<file path="config.mk">
export PLATFORM = sky130hd
export DESIGN_NAME = multi_timer_expiry_unit
export DESIGN_NICKNAME = d
export VERILOG_FILES = /design/src/mteu_pkg.sv /design/src/mteu_ram.sv /design/src/mteu_pick.sv /design/src/multi_timer_expiry_unit.sv
export VERILOG_INCLUDE_DIRS = /design/src /design/src/src
export SDC_FILE = /design/constraint.sdc
export NUM_CORES = 2
export LEC_CHECK = 0
export BUFFER_PORTS_ARGS = -buffer_cell sky130_fd_sc_hd__buf_2
export CAP_MARGIN = 20
export CORE_ASPECT_RATIO = 0.5
export CORE_MARGIN = 3
export CORE_UTILIZATION = 50
export DETAILED_ROUTE_END_ITERATION = 12
export GPL_TIMING_DRIVEN = 0
export PLACE_DENSITY = 0.66
export SLEW_MARGIN = 20
export SYNTH_ARGS = -nofsm -noshare
export SYNTH_HDL_FRONTEND = slang
export SYNTH_HIERARCHICAL = 1
export SYNTH_SLANG_ARGS = --single-unit
</file>
<file path="constraint.sdc">
create_clock -name clk -period 15.7 [get_ports clk]
set_clock_uncertainty 0.1 [all_clocks]
set_input_delay 2.355 -clock clk [delete_from_list [all_inputs] [get_ports clk]]
set_output_delay 2.355 -clock clk [all_outputs]
set_load 0.005 [all_outputs]
</file>
<file path="src/multi_timer_expiry_unit_assert.svh">
// Assertion macros shared by the timer unit RTL.
// Each macro expects clk and rst_n in the scope where it is used.
`ifndef MULTI_TIMER_EXPIRY_UNIT_ASSERT_SVH
`define MULTI_TIMER_EXPIRY_UNIT_ASSERT_SVH

// Same-cycle implication, disabled during reset.
`define MTEU_ASSERT_IMP(name, ante, cons, msg) \
    name: assert property (@(posedge clk) disable iff (!rst_n) (ante) |-> (cons)) \
        else $error(msg);

// Next-cycle implication, disabled during reset.
`define MTEU_ASSERT_NXT(name, ante, cons, msg) \
    name: assert property (@(posedge clk) disable iff (!rst_n) (ante) |=> (cons)) \
        else $error(msg);

`endif

</file>
<file path="src/mteu_pkg.sv">
// Package for the multi-timer expiry unit: opcodes, result kinds, FSM states,
// field widths and the control struct for the expiry ordering block. No dependencies.
`timescale 1ns / 1ps

package mteu_pkg;

    localparam int OP_W      = 3;
    localparam int IDX_W     = 3;
    localparam int IDX_SPAN  = 8;   // timers reachable through the 3-bit index
    localparam int PER_W     = 31;
    localparam int MASK_W    = 8;

    localparam logic [PER_W-1:0] PER_DEFAULT = 31'd1;

    typedef enum logic [OP_W-1:0] {
        OP_TICK  = 3'd0,
        OP_START = 3'd1,
        OP_STOP  = 3'd2,
        OP_RESET = 3'd3,
        OP_QUERY = 3'd4
    } op_t;

    typedef enum logic {
        KIND_ACK    = 1'b0,
        KIND_EXPIRY = 1'b1
    } kind_t;

    typedef enum logic [2:0] {
        S_IDLE,
        S_OP,
        S_SCAN,
        S_SELECT,
        S_FIRE
    } state_t;

    typedef struct packed {
        logic clear;    // start of a tick: drop all due entries
        logic capture;  // enter one scanned timer
        logic advance;  // one expiry has been issued
    } pick_ctl_t;

endpackage

</file>
<file path="src/mteu_ram.sv">
// Timer entry memory: one write port, one read port, registered read data.
// Holds {period, wakeup time} per timer. No package dependencies.
`timescale 1ns / 1ps

module mteu_ram #(
    parameter int DEPTH = 8,
    parameter int AW    = 3,
    parameter int DW    = 63
) (
    input  logic          clk,
    input  logic          wr_en,
    input  logic [AW-1:0] wr_addr,
    input  logic [DW-1:0] wr_data,
    input  logic          rd_en,
    input  logic [AW-1:0] rd_addr,
    output logic [DW-1:0] rd_data
);

    logic [DW-1:0] mem [DEPTH];
    logic [DW-1:0] rd_data_reg;

    always_ff @(posedge clk)
    begin
        if (wr_en)
        begin
            mem[wr_addr] <= wr_data;
        end
    end

    always_ff @(posedge clk)
    begin
        if (rd_en)
        begin
            rd_data_reg <= mem[rd_addr];
        end
    end

    assign rd_data = rd_data_reg;

endmodule

</file>
<file path="src/mteu_pick.sv">
// Expiry ordering for one tick: ranks due timers by age as they are scanned,
// then hands them out oldest first. Depends on mteu_pkg and the assertion header.
`timescale 1ns / 1ps
`include "multi_timer_expiry_unit_assert.svh"

module mteu_pick
    import mteu_pkg::*;
#(
    parameter int ST    = 8,
    parameter int IW    = 3,
    parameter int AGE_W = 31
) (
    input  logic             clk,
    input  logic             rst_n,
    input  pick_ctl_t        ctl,
    input  logic [IW-1:0]    cap_idx,
    input  logic [AGE_W-1:0] cap_age,
    input  logic             cap_due,
    output logic [IW-1:0]    best,
    output logic             done,
    output logic             last
);

    localparam int CW = $clog2(ST + 1);

    logic [ST-1:0]    due_reg;
    logic [AGE_W-1:0] age_reg  [ST];
    logic [IW-1:0]    rank_reg [ST];
    logic [CW-1:0]    due_cnt_reg;
    logic [CW-1:0]    fire_cnt_reg;

    logic [ST-1:0]    beats;
    logic [ST-1:0]    hit_vec;
    logic [IW-1:0]    cap_rank;

    // Entries are scanned in index order, so an earlier one wins a tie.
    always_comb
    begin
        for (int k = 0; k < ST; k++)
        begin
            beats[k] = due_reg[k] && (age_reg[k] >= cap_age);
        end
        cap_rank = IW'($countones(beats));
    end

    always_ff @(posedge clk or negedge rst_n)
    begin
        if (!rst_n)
        begin
            due_reg      <= '0;
            due_cnt_reg  <= '0;
            fire_cnt_reg <= '0;
        end
        else if (ctl.clear)
        begin
            due_reg      <= '0;
            due_cnt_reg  <= '0;
            fire_cnt_reg <= '0;
        end
        else
        begin
            if (ctl.capture && cap_due)
            begin
                due_reg[cap_idx] <= 1'b1;
                due_cnt_reg      <= CW'(due_cnt_reg + 1'b1);
            end
            if (ctl.advance)
            begin
                fire_cnt_reg <= CW'(fire_cnt_reg + 1'b1);
            end
        end
    end

    always_ff @(posedge clk)
    begin
        if (ctl.capture && cap_due)
        begin
            for (int k = 0; k < ST; k++)
            begin
                if (IW'(k) == cap_idx)
                begin
                    age_reg[k]  <= cap_age;
                    rank_reg[k] <= cap_rank;
                end
                else if (due_reg[k] && !beats[k])
                begin
                    // new entry is older: push this one back
                    rank_reg[k] <= IW'(rank_reg[k] + 1'b1);
                end
            end
        end
    end

    always_comb
    begin
        best = '0;
        for (int k = 0; k < ST; k++)
        begin
            hit_vec[k] = due_reg[k] && (CW'(rank_reg[k]) == fire_cnt_reg);
            if (hit_vec[k])
            begin
                best = IW'(k);
            end
        end
    end

    assign done = (fire_cnt_reg == due_cnt_reg);
    assign last = (CW'(fire_cnt_reg + 1'b1) == due_cnt_reg);

    `MTEU_ASSERT_IMP(a_fire_le_due, 1'b1, fire_cnt_reg <= due_cnt_reg, "more expiries than due timers")
    `MTEU_ASSERT_IMP(a_rank_unique, 1'b1, $onehot0(hit_vec), "two due timers share a rank")

endmodule

</file>
<file path="src/multi_timer_expiry_unit.sv">
// Channel   Handshake              Payload
// cmd       cmd_valid/cmd_ready    opcode, timer_index, period_ticks
// res       res_valid/res_ready    kind, which_timer, ok, running, last
// cfg       cfg_wr_en              cfg_wr_data (autoreload mask)
//
// Start, stop, reset and query do one memory read, then one update.
// A tick scans S = min(NUM_TIMERS, 8) entries through the single memory read
// port, then issues E expiries, each a read plus a write-back if it reloads.
// One item is in flight at a time; cmd_ready is high in idle.
// A stalled res channel holds the machine before each result is loaded.
// Reset is immediate: no memory clearing pass; unwritten periods read as one.
// Depends on mteu_pkg, mteu_ram, mteu_pick and the assertion header.
`timescale 1ns / 1ps
`include "multi_timer_expiry_unit_assert.svh"

module multi_timer_expiry_unit
    import mteu_pkg::*;
#(
    parameter int NUM_TIMERS = 8,
    parameter int TIME_WIDTH = 32
) (
    input  logic              clk,
    input  logic              rst_n,
    input  logic              cmd_valid,
    output logic              cmd_ready,
    input  logic [OP_W-1:0]   opcode,
    input  logic [IDX_W-1:0]  timer_index,
    input  logic [PER_W-1:0]  period_ticks,
    output logic              res_valid,
    input  logic              res_ready,
    output logic              kind,
    output logic [IDX_W-1:0]  which_timer,
    output logic              ok,
    output logic              running,
    output logic              last,
    input  logic              cfg_wr_en,
    input  logic [MASK_W-1:0] cfg_wr_data
);

    // only the low eight timers can ever be started
    localparam int ST    = (NUM_TIMERS < IDX_SPAN) ? NUM_TIMERS : IDX_SPAN;
    localparam int IW    = (ST > 1) ? $clog2(ST) : 1;
    localparam int TW    = TIME_WIDTH;
    localparam int AGE_W = TIME_WIDTH - 1;
    localparam int DW    = PER_W + TIME_WIDTH;
    localparam int SW    = (TIME_WIDTH > PER_W) ? TIME_WIDTH : PER_W;

    state_t state_reg, state_next;

    logic [OP_W-1:0]   op_reg;
    logic [IDX_W-1:0]  idx_reg;
    logic [PER_W-1:0]  per_reg;
    logic [IW-1:0]     scan_ptr_reg;
    logic [IW-1:0]     best_reg;
    logic              last_sel_reg;
    logic [TW-1:0]     count_reg;
    logic [MASK_W-1:0] mask_reg;
    logic [ST-1:0]     running_reg;
    logic [ST-1:0]     written_reg;

    logic              res_valid_reg;
    logic              kind_reg;
    logic [IDX_W-1:0]  which_reg;
    logic              ok_reg;
    logic              run_out_reg;
    logic              last_reg;

    // control strobes
    logic      accept;
    logic      slot_free;
    logic      rd_en;
    logic [IW-1:0] rd_addr;
    logic      wr_en;
    logic      op_load;
    logic      fire_load;
    pick_ctl_t pick_ctl;

    // datapath
    logic [DW-1:0]    rd_data;
    logic [PER_W-1:0] rd_per;
    logic [TW-1:0]    rd_wake;
    logic [IW-1:0]    cur_idx;
    logic [PER_W-1:0] eff_per;
    logic [PER_W-1:0] launch_per;
    logic [SW-1:0]    wake_sum;
    logic [TW-1:0]    age;
    logic             idx_ok;
    logic             cur_run;
    logic             op_ok;
    logic             op_run;
    logic             op_wr;
    logic             reload;
    logic [IW-1:0]    pick_best;
    logic             pick_done;
    logic             pick_last;

    assign accept    = cmd_valid && cmd_ready;
    assign slot_free = !res_valid_reg || res_ready;
    assign cmd_ready = (state_reg == S_IDLE);

    // ---------------------------------------------------------------- datapath
    assign rd_per  = rd_data[DW-1:TW];
    assign rd_wake = rd_data[TW-1:0];
    assign cur_idx = (state_reg == S_FIRE) ? best_reg : idx_reg[IW-1:0];
    assign eff_per = written_reg[cur_idx] ? rd_per : PER_DEFAULT;
    assign launch_per = (state_reg == S_OP && op_reg == OP_START) ? per_reg : eff_per;
    assign wake_sum   = SW'(count_reg) + SW'(launch_per);
    assign age        = count_reg - rd_wake;
    assign idx_ok     = (32'(idx_reg) < NUM_TIMERS);
    assign cur_run    = running_reg[cur_idx];
    assign reload     = mask_reg[IDX_W'(best_reg)];

    always_comb
    begin
        op_ok  = 1'b1;
        op_run = cur_run;
        op_wr  = 1'b0;
        unique case (op_reg)
            OP_START:
            begin
                op_run = 1'b1;
                op_wr  = 1'b1;
            end
            OP_STOP:
            begin
                op_run = 1'b0;
            end
            OP_RESET:
            begin
                if (eff_per == '0)
                begin
                    op_ok = 1'b0;
                end
                else
                begin
                    op_run = 1'b1;
                    op_wr  = 1'b1;
                end
            end
            OP_QUERY:
            begin
                op_run = cur_run;
            end
            default:
            begin
                op_ok = 1'b0;
            end
        endcase
        if (!idx_ok)
        begin
            op_ok  = 1'b0;
            op_run = 1'b0;
            op_wr  = 1'b0;
        end
    end

    // ---------------------------------------------------------------- FSM
    always_comb
    begin
        state_next = state_reg;
        unique case (state_reg)
            S_IDLE:
            begin
                if (accept)
                begin
                    state_next = (opcode == OP_TICK) ? S_SCAN : S_OP;
                end
            end
            S_OP:
            begin
                if (slot_free)
                begin
                    state_next = S_IDLE;
                end
            end
            S_SCAN:
            begin
                if (scan_ptr_reg == IW'(ST - 1))
                begin
                    state_next = S_SELECT;
                end
            end
            S_SELECT:
            begin
                state_next = pick_done ? S_IDLE : S_FIRE;
            end
            S_FIRE:
            begin
                if (slot_free)
                begin
                    state_next = S_SELECT;
                end
            end
            default:
            begin
                state_next = S_IDLE;
            end
        endcase
    end

    always_comb
    begin
        rd_en    = 1'b0;
        rd_addr  = '0;
        wr_en    = 1'b0;
        op_load  = 1'b0;
        fire_load = 1'b0;
        pick_ctl = '0;
        unique case (state_reg)
            S_IDLE:
            begin
                if (accept)
                begin
                    rd_en          = 1'b1;
                    rd_addr        = (opcode == OP_TICK) ? '0 : timer_index[IW-1:0];
                    pick_ctl.clear = (opcode == OP_TICK);
                end
            end
            S_OP:
            begin
                op_load = slot_free;
                wr_en   = slot_free && op_wr;
            end
            S_SCAN:
            begin
                pick_ctl.capture = 1'b1;
                if (scan_ptr_reg != IW'(ST - 1))
                begin
                    rd_en   = 1'b1;
                    rd_addr = IW'(scan_ptr_reg + 1'b1);
                end
            end
            S_SELECT:
            begin
                if (!pick_done)
                begin
                    rd_en            = 1'b1;
                    rd_addr          = pick_best;
                    pick_ctl.advance = 1'b1;
                end
            end
            S_FIRE:
            begin
                fire_load = slot_free;
                wr_en     = slot_free && reload;
            end
            default:
            begin
                rd_en = 1'b0;
            end
        endcase
    end

    always_ff @(posedge clk or negedge rst_n)
    begin
        if (!rst_n)
        begin
            state_reg <= S_IDLE;
        end
        else
        begin
            state_reg <= state_next;
        end
    end

    // ---------------------------------------------------------------- state
    always_ff @(posedge clk or negedge rst_n)
    begin
        if (!rst_n)
        begin
            count_reg     <= '0;
            mask_reg      <= '0;
            running_reg   <= '0;
            written_reg   <= '0;
            res_valid_reg <= 1'b0;
        end
        else
        begin
            if (cfg_wr_en)
            begin
                mask_reg <= cfg_wr_data;
            end
            if (accept && opcode == OP_TICK)
            begin
                count_reg <= TW'(count_reg + 1'b1);
            end
            if (op_load && idx_ok)
            begin
                running_reg[cur_idx] <= op_run;
                if (op_wr)
                begin
                    written_reg[cur_idx] <= 1'b1;
                end
            end
            if (fire_load)
            begin
                running_reg[best_reg] <= reload;
            end
            if (op_load || fire_load)
            begin
                res_valid_reg <= 1'b1;
            end
            else if (res_ready)
            begin
                res_valid_reg <= 1'b0;
            end
        end
    end

    always_ff @(posedge clk)
    begin
        if (accept)
        begin
            op_reg       <= opcode;
            idx_reg      <= timer_index;
            per_reg      <= period_ticks;
            scan_ptr_reg <= '0;
        end
        if (state_reg == S_SCAN)
        begin
            scan_ptr_reg <= IW'(scan_ptr_reg + 1'b1);
        end
        if (pick_ctl.advance)
        begin
            best_reg     <= pick_best;
            last_sel_reg <= pick_last;
        end
        if (op_load)
        begin
            kind_reg    <= KIND_ACK;
            which_reg   <= idx_reg;
            ok_reg      <= op_ok;
            run_out_reg <= op_run;
            last_reg    <= 1'b1;
        end
        else if (fire_load)
        begin
            kind_reg    <= KIND_EXPIRY;
            which_reg   <= IDX_W'(best_reg);
            ok_reg      <= 1'b1;
            run_out_reg <= reload;
            last_reg    <= last_sel_reg;
        end
    end

    // ---------------------------------------------------------------- units
    // Reads and writes never touch the same entry in one cycle: the sequencer
    // reads an entry and writes it back only in the following state.
    mteu_ram #(
        .DEPTH (ST),
        .AW    (IW),
        .DW    (DW)
    ) u_ram (
        .clk     (clk),
        .wr_en   (wr_en),
        .wr_addr (cur_idx),
        .wr_data ({launch_per, wake_sum[TW-1:0]}),
        .rd_en   (rd_en),
        .rd_addr (rd_addr),
        .rd_data (rd_data)
    );

    mteu_pick #(
        .ST    (ST),
        .IW    (IW),
        .AGE_W (AGE_W)
    ) u_pick (
        .clk     (clk),
        .rst_n   (rst_n),
        .ctl     (pick_ctl),
        .cap_idx (scan_ptr_reg),
        .cap_age (age[AGE_W-1:0]),
        .cap_due (running_reg[scan_ptr_reg] && !age[TW-1]),
        .best    (pick_best),
        .done    (pick_done),
        .last    (pick_last)
    );

    assign res_valid   = res_valid_reg;
    assign kind        = kind_reg;
    assign which_timer = which_reg;
    assign ok          = ok_reg;
    assign running     = run_out_reg;
    assign last        = last_reg;

    `MTEU_ASSERT_NXT(a_tick_count, accept && opcode == OP_TICK, count_reg == TW'($past(count_reg) + 1'b1), "tick did not advance count")
    `MTEU_ASSERT_IMP(a_fire_started, state_reg == S_FIRE, written_reg[best_reg] && running_reg[best_reg], "expiring timer was never started")
    `MTEU_ASSERT_NXT(a_fire_flag, fire_load, running_reg[best_reg] == run_out_reg, "expiry running flag mismatch")

endmodule

</file>
Word level (Yosys, flattened, before mapping)
Memories as Yosys holds them, arrays and structs flattened. A register that Yosys moved wholly into a read port is not among the register bits.
Index checks and enable logic that the tools add are counted.
- $lt $le $gt $ge: 14
- bitwise operators: 10
- muxes and demuxes: 159
- add/subtract/negate cells: 21
- reductions and logical operators: 64
- eq/ne operators: 30
- operator list (cell ; count):
    31-bit two-way mux ; 9
    31-bit >= comparator ; 8
    31-bit OR reduction ; 7
    3-bit two-way mux ; 35
    1-bit two-way mux ; 90
    1-bit logical AND ; 33
    32-bit by 1-bit adder with 32-bit output (second input constant) ; 1
    32-bit by 31-bit adder with 32-bit output ; 1
    8-bit two-way mux ; 4
    32-bit subtractor ; 1
    31-bit logical NOT ; 1
    3-bit by 4-bit equality test with 1-bit output ; 7
    3-bit by 1-bit adder with 3-bit output (second input constant) ; 9
    8-bit bitwise mux ; 2
    4-bit two-way mux ; 4
    8-bit bitwise OR ; 2
    3-bit case mux with 5 select lines ; 1
    1-bit binary-select mux with 3-bit select ; 4
    3-bit by 2-bit equality test with 1-bit output (second input constant) ; 4
    3-bit equality test (first input constant) ; 4
    3-bit by 4-bit < comparator with 1-bit output (second input constant) ; 3
    1-bit logical NOT ; 10
    2-bit nonzero test ; 5
    3-bit adder ; 3
    other kinds (22) ; 50
- output and inout port bits: 9
- word-level logic and storage cells: 321
- input port bits: 50
- bits in registers: 127
- memory bits (writable): 776
- memories kept: 3
- memories (memory ; depth ; bits a word ; read ports ; clocked after memory_dff ; wr ports ; line ; source):
    u_ram.mem ; 8 ; 63 ; 1 ; 1 ; 1 ; mteu_ram.sv:19 ; logic [DW-1:0] mem [DEPTH];
    u_pick.age_reg ; 8 ; 31 ; 8 ; 0 ; 1 ; mteu_pick.sv:27 ; logic [AGE_W-1:0] age_reg [ST];
    u_pick.rank_reg ; 8 ; 3 ; 8 ; 0 ; 8 ; mteu_pick.sv:28 ; logic [IW-1:0] rank_reg [ST];

Depth between registers and ports, before layout
- word-level depth: 14
- depth in mapped cells: 27
- mapped depth without buffers: 27

Cells and area by module
Netlist, hierarchy kept.
- modules (own cells, without submodules) (module ; sequential area each (µm²) ; area each (µm²) ; cells an instance ; instances):
    mteu_ram ; 17026.3 ; 20860.0 ; 804 ; 1
    mteu_pick ; 8478.1 ; 15205.8 ; 1136 ; 1
    multi_timer_expiry_unit ; 3012.9 ; 8355.5 ; 903 ; 1

Least setup slack after synthesis
OpenSTA, ideal clock, no wires.
- path type: input port to flip-flop
- start: input res_ready
- end: memory u_ram.mem[0][0], enable pin
- library setup time: 561 ps
- buffers on the path: 1
- data arrival time: 7658 ps
- setup slack: 7381 ps
- data required time: 15039 ps
- stages: 6
- cell sequence: nor2b_1 -> clkbuf_1 -> nor3_1 -> and2_1 -> nand2b_1 -> nor3_1
- longest elaborated chain between the ends: 5
- elaborated cells between the ends (all ways): 6
- classes of those cells: mux (3); reduce/logical (3)
- RTL lines (what ; line ; source):
    start, declared ; multi_timer_expiry_unit.sv:30 ; input logic res_ready,
    1-bit logical OR * ; multi_timer_expiry_unit.sv:98 ; assign slot_free = !res_valid_reg || res_ready;
    1-bit logical AND, on equally long branches ; multi_timer_expiry_unit.sv:245, multi_timer_expiry_unit.sv:222 ;
    1-bit case mux with 2 select lines * ; multi_timer_expiry_unit.sv:209 ; unique case (state_reg)
    net wr_en ; multi_timer_expiry_unit.sv:73 ; logic wr_en;
    1-bit two-way mux * ; mteu_ram.sv:24 ; if (wr_en)
    1-bit two-way mux (implied by the code) * ; mteu_ram.sv:26 ; mem[wr_addr] <= wr_data;
    end, declared ; mteu_ram.sv:19 ;
The timed path passes the listed nets; every way through them passes the cells marked *.

==> flow_metrics.env <==
export IMPL_synth_top_area_share_pct=59.83
export IMPL_drive_gt1_share_pct=17.67
export IMPL_grt_total_usage_pct=22.68
export IMPL_first_iter_violations=2298
export IMPL_cts_root_buf="clkbuf_16"
export IMPL_slowest_delay_ns=0.78
export IMPL_hpwl_um=71790
export IMPL_crit_arrival_ns=9.99
export IMPL_fmaxAchievable_ghz=0.1031
export IMPL_clock_latency_ns=0.69
export IMPL_ir_drop_mv=0.1144
export IMPL_finalCritPeriodShare_pct=61.79
export IMPL_fillers=6552
export IMPL_holdBufCountCts=0
export IMPL_synthArstFlopShare_pct=7.892
export IMPL_cp_top_family="adder cells"
export IMPL_power_mw=9.276
export IMPL_worstSetupStartpointType="register"
export IMPL_gr_total_overflow=0
export IMPL_start_util_pct=51.05
export IMPL_path_buf_inv=3
export IMPL_synth_top_area_cell="edfxtp_1"
export IMPL_cp_required_ns=15.98
export IMPL_largest_reg_flops=504
export IMPL_finalHoldViolations=0
export IMPL_ys_ff_latch=963
export IMPL_fin_nets=3442
export IMPL_vias=25750
export IMPL_status="complete, no violations"
export IMPL_io_buffers=57
export IMPL_r2r_start="count_reg[0]$_DFFE_PN0P_"
export IMPL_grt_pass1_wl_um=157400
export IMPL_rsz0062_at_grt="no"
export IMPL_dpl_cell_area_um2=47400
export IMPL_crit_fanout=10
export IMPL_cpMaxStageDelayCell="xnor2_1"
export IMPL_crit_type="reg -> reg"
export IMPL_end_kind="register"
export IMPL_finalCriticalPeriod_ns=9.702
export IMPL_synth_warnings=6
export IMPL_place_gp_congestion=0.8665
export IMPL_powerDensity_nw_per_um2=184.3
export IMPL_drv_cap=0
export IMPL_die_h_um=216.8
export IMPL_drc=0
export IMPL_cts_resized=0
export IMPL_dr_pass1_iters=5
export IMPL_cts_made_buffers=86
export IMPL_grt_max_degree=50
export IMPL_numClockSinks=963
export IMPL_cts_max_level=3
export IMPL_clk_pin_slew_ns=0.07
export IMPL_synth_area_leaders="edfxtp_1 60%, ha_1 9.1%, mux4_2 6.5%"
export IMPL_core_um2=87010
export IMPL_die_area_um2=92670
export IMPL_cts_setup_buffers=0
export IMPL_worstSetupStartpoint="count_reg[0]$_DFFE_PN0P_"
export IMPL_path_common_cell="fa_1"
export IMPL_hold_class="reg -> reg"
export IMPL_io_pins=59
export IMPL_grt_pass1_vias=25530
export IMPL_synth_main_ff_cell="edfxtp_1"
export IMPL_worst_pin_slew_ns=1.064
export IMPL_finalWirelength_um=103200
export IMPL_synth_edf_count=885
export IMPL_setup_viol=0
export IMPL_design_area_um2=50330
export IMPL_p_leak_nw=18.47
export IMPL_antenna_found_initial=1
export IMPL_syn_inst=2843
export IMPL_syn_area_per_cell_um2=15.62
export IMPL_synth_cell_types=79
export IMPL_drv_slew=0
export IMPL_die_x_um=427.5
export IMPL_tritoncts="done"
export IMPL_drtAntennaViolNets=0
export IMPL_synth_seq_area_share_pct=64.20
export IMPL_syn_nets=3223
export IMPL_clockBufferDepth=3
export IMPL_rows=76
export IMPL_hold_start="written_reg[5]$_DFFE_PN0P_"
export IMPL_wire_per_inst_um=23.97
export IMPL_synth_area_um2=44420
export IMPL_relSlewSlack_pct=28.81
export IMPL_viasPerCell=5.979
export IMPL_area_growth_pct=13.30
export IMPL_fin_tns_setup_ns=0
## worst paths after layout
path / endpoint / slack (ns) / cells past startpoint
setup reg to reg: u_pick/rank_reg[1][5]$_DFFE_PP_ / 6.00 / 27
min in group asynchronous: res_valid$_DFFE_PN0P_ / 1.49 / 1
hold / removal: written_reg[5]$_DFFE_PN0P_ / 0.38 / 1
setup / recovery: u_pick/rank_reg[1][5]$_DFFE_PP_ / 6.00 / 27
hold reg to reg: written_reg[5]$_DFFE_PN0P_ / 0.38 / 1
max in group asynchronous: count_reg[20]$_DFFE_PN0P_ / 13.36 / 2
## synth_stat cells (16+ instances only)
cell and number:
inv_1 104, o21ai_0 86, a211oi_1 22, edfxtp_1 885
dfrtp_1 76, ha_1 324, nand4_1 54, mux2i_1 34
a21o_1 35, nor3_1 32, nand2b_1 30, nor4_1 16
nor2_1 144, nand2_1 131, nand3_1 63, buf_2 17
mux4_2 129, a31oi_1 18, xor2_1 45, a22o_1 30
and3_1 18, mux2_2 74, clkbuf_1 38, xnor2_1 78
a21oi_1 139
## layer usage
metal	GRT usage, %	wire, um	vias to the layer above
li1	-	-	11670
met1	33.42	46380	13080
met2	34.45	46560	845
met3	4.384	7477	158
met4	6.842	2812	0
met5	0	0	-
## power by group
part,total [mW],internal [mW],switching (mW)
Sequential,3.71,3.57,0.141
Combinational,3.39,1.19,2.20
Clock,2.18,1.20,0.973
## cell families after synthesis
kind of cell,synth area share (%)
xor gates and xnor gates,2.425
AOI/OAI and AO/OA,6.659
muxes,9.408
and+or+nand+nor,6.290
adders and majority gates,9.396
DFF,64.20
buffers and inverters,1.625
## cell type report
type                    count  area [um2]  share of cell area, %
multi-input cells        1711       15480                  30.75
clock buffers             103        2246                  4.462
well taps                1170        1464                  2.909
repair buffers            131        1247                  2.479
plain buffers              64       325.3                 0.6463
diodes                      2       5.005               0.009944
flip-flops and latches    963       28520                  56.66
inverters                 105       396.6                 0.7880
clock inverters            58       651.9                  1.295
## per-stage QoR
step / instances / worst slack (ns) / hold WS [ns] / util [%]
after floorplan: 2843 / 7.381 / 0.3425 / -
after global placement: 4070 / 1.993 / 0.3575 / 53.06
after detailed placement: 4144 / 6.303 / 0.3653 / 54.47
after CTS: 4305 / 6.229 / 0.3809 / 57.80
after global routing: 4305 / 5.478 / 0.3893 / 57.84
final: 4307 / 5.998 / 0.3809 / 57.85
## layout by cell type, fill, tap and decap left out, drive strengths merged, types with 18 or more instances in the layout
master  synthesis  layout
o21ai          88      88
a211oi         23      23
xnor2          78      78
a21oi         139     139
nor3           32      32
buf            26     157
a21o           35      35
nand3          63      63
mux4          129     129
xor2           45      45
edfxtp        885     885
ha            324     324
nand2b         30      30
clkbuf         38     141
mux2           80      80
a22o           30      30
inv           105     110
and3           18      18
nor2          145     145
a31oi          18      18
nand2         131     131
clkinv          0      37
mux2i          35      35
nand4          54      54
dfrtp          76      76
Note: power is estimated with default switching activity, not from simulation.
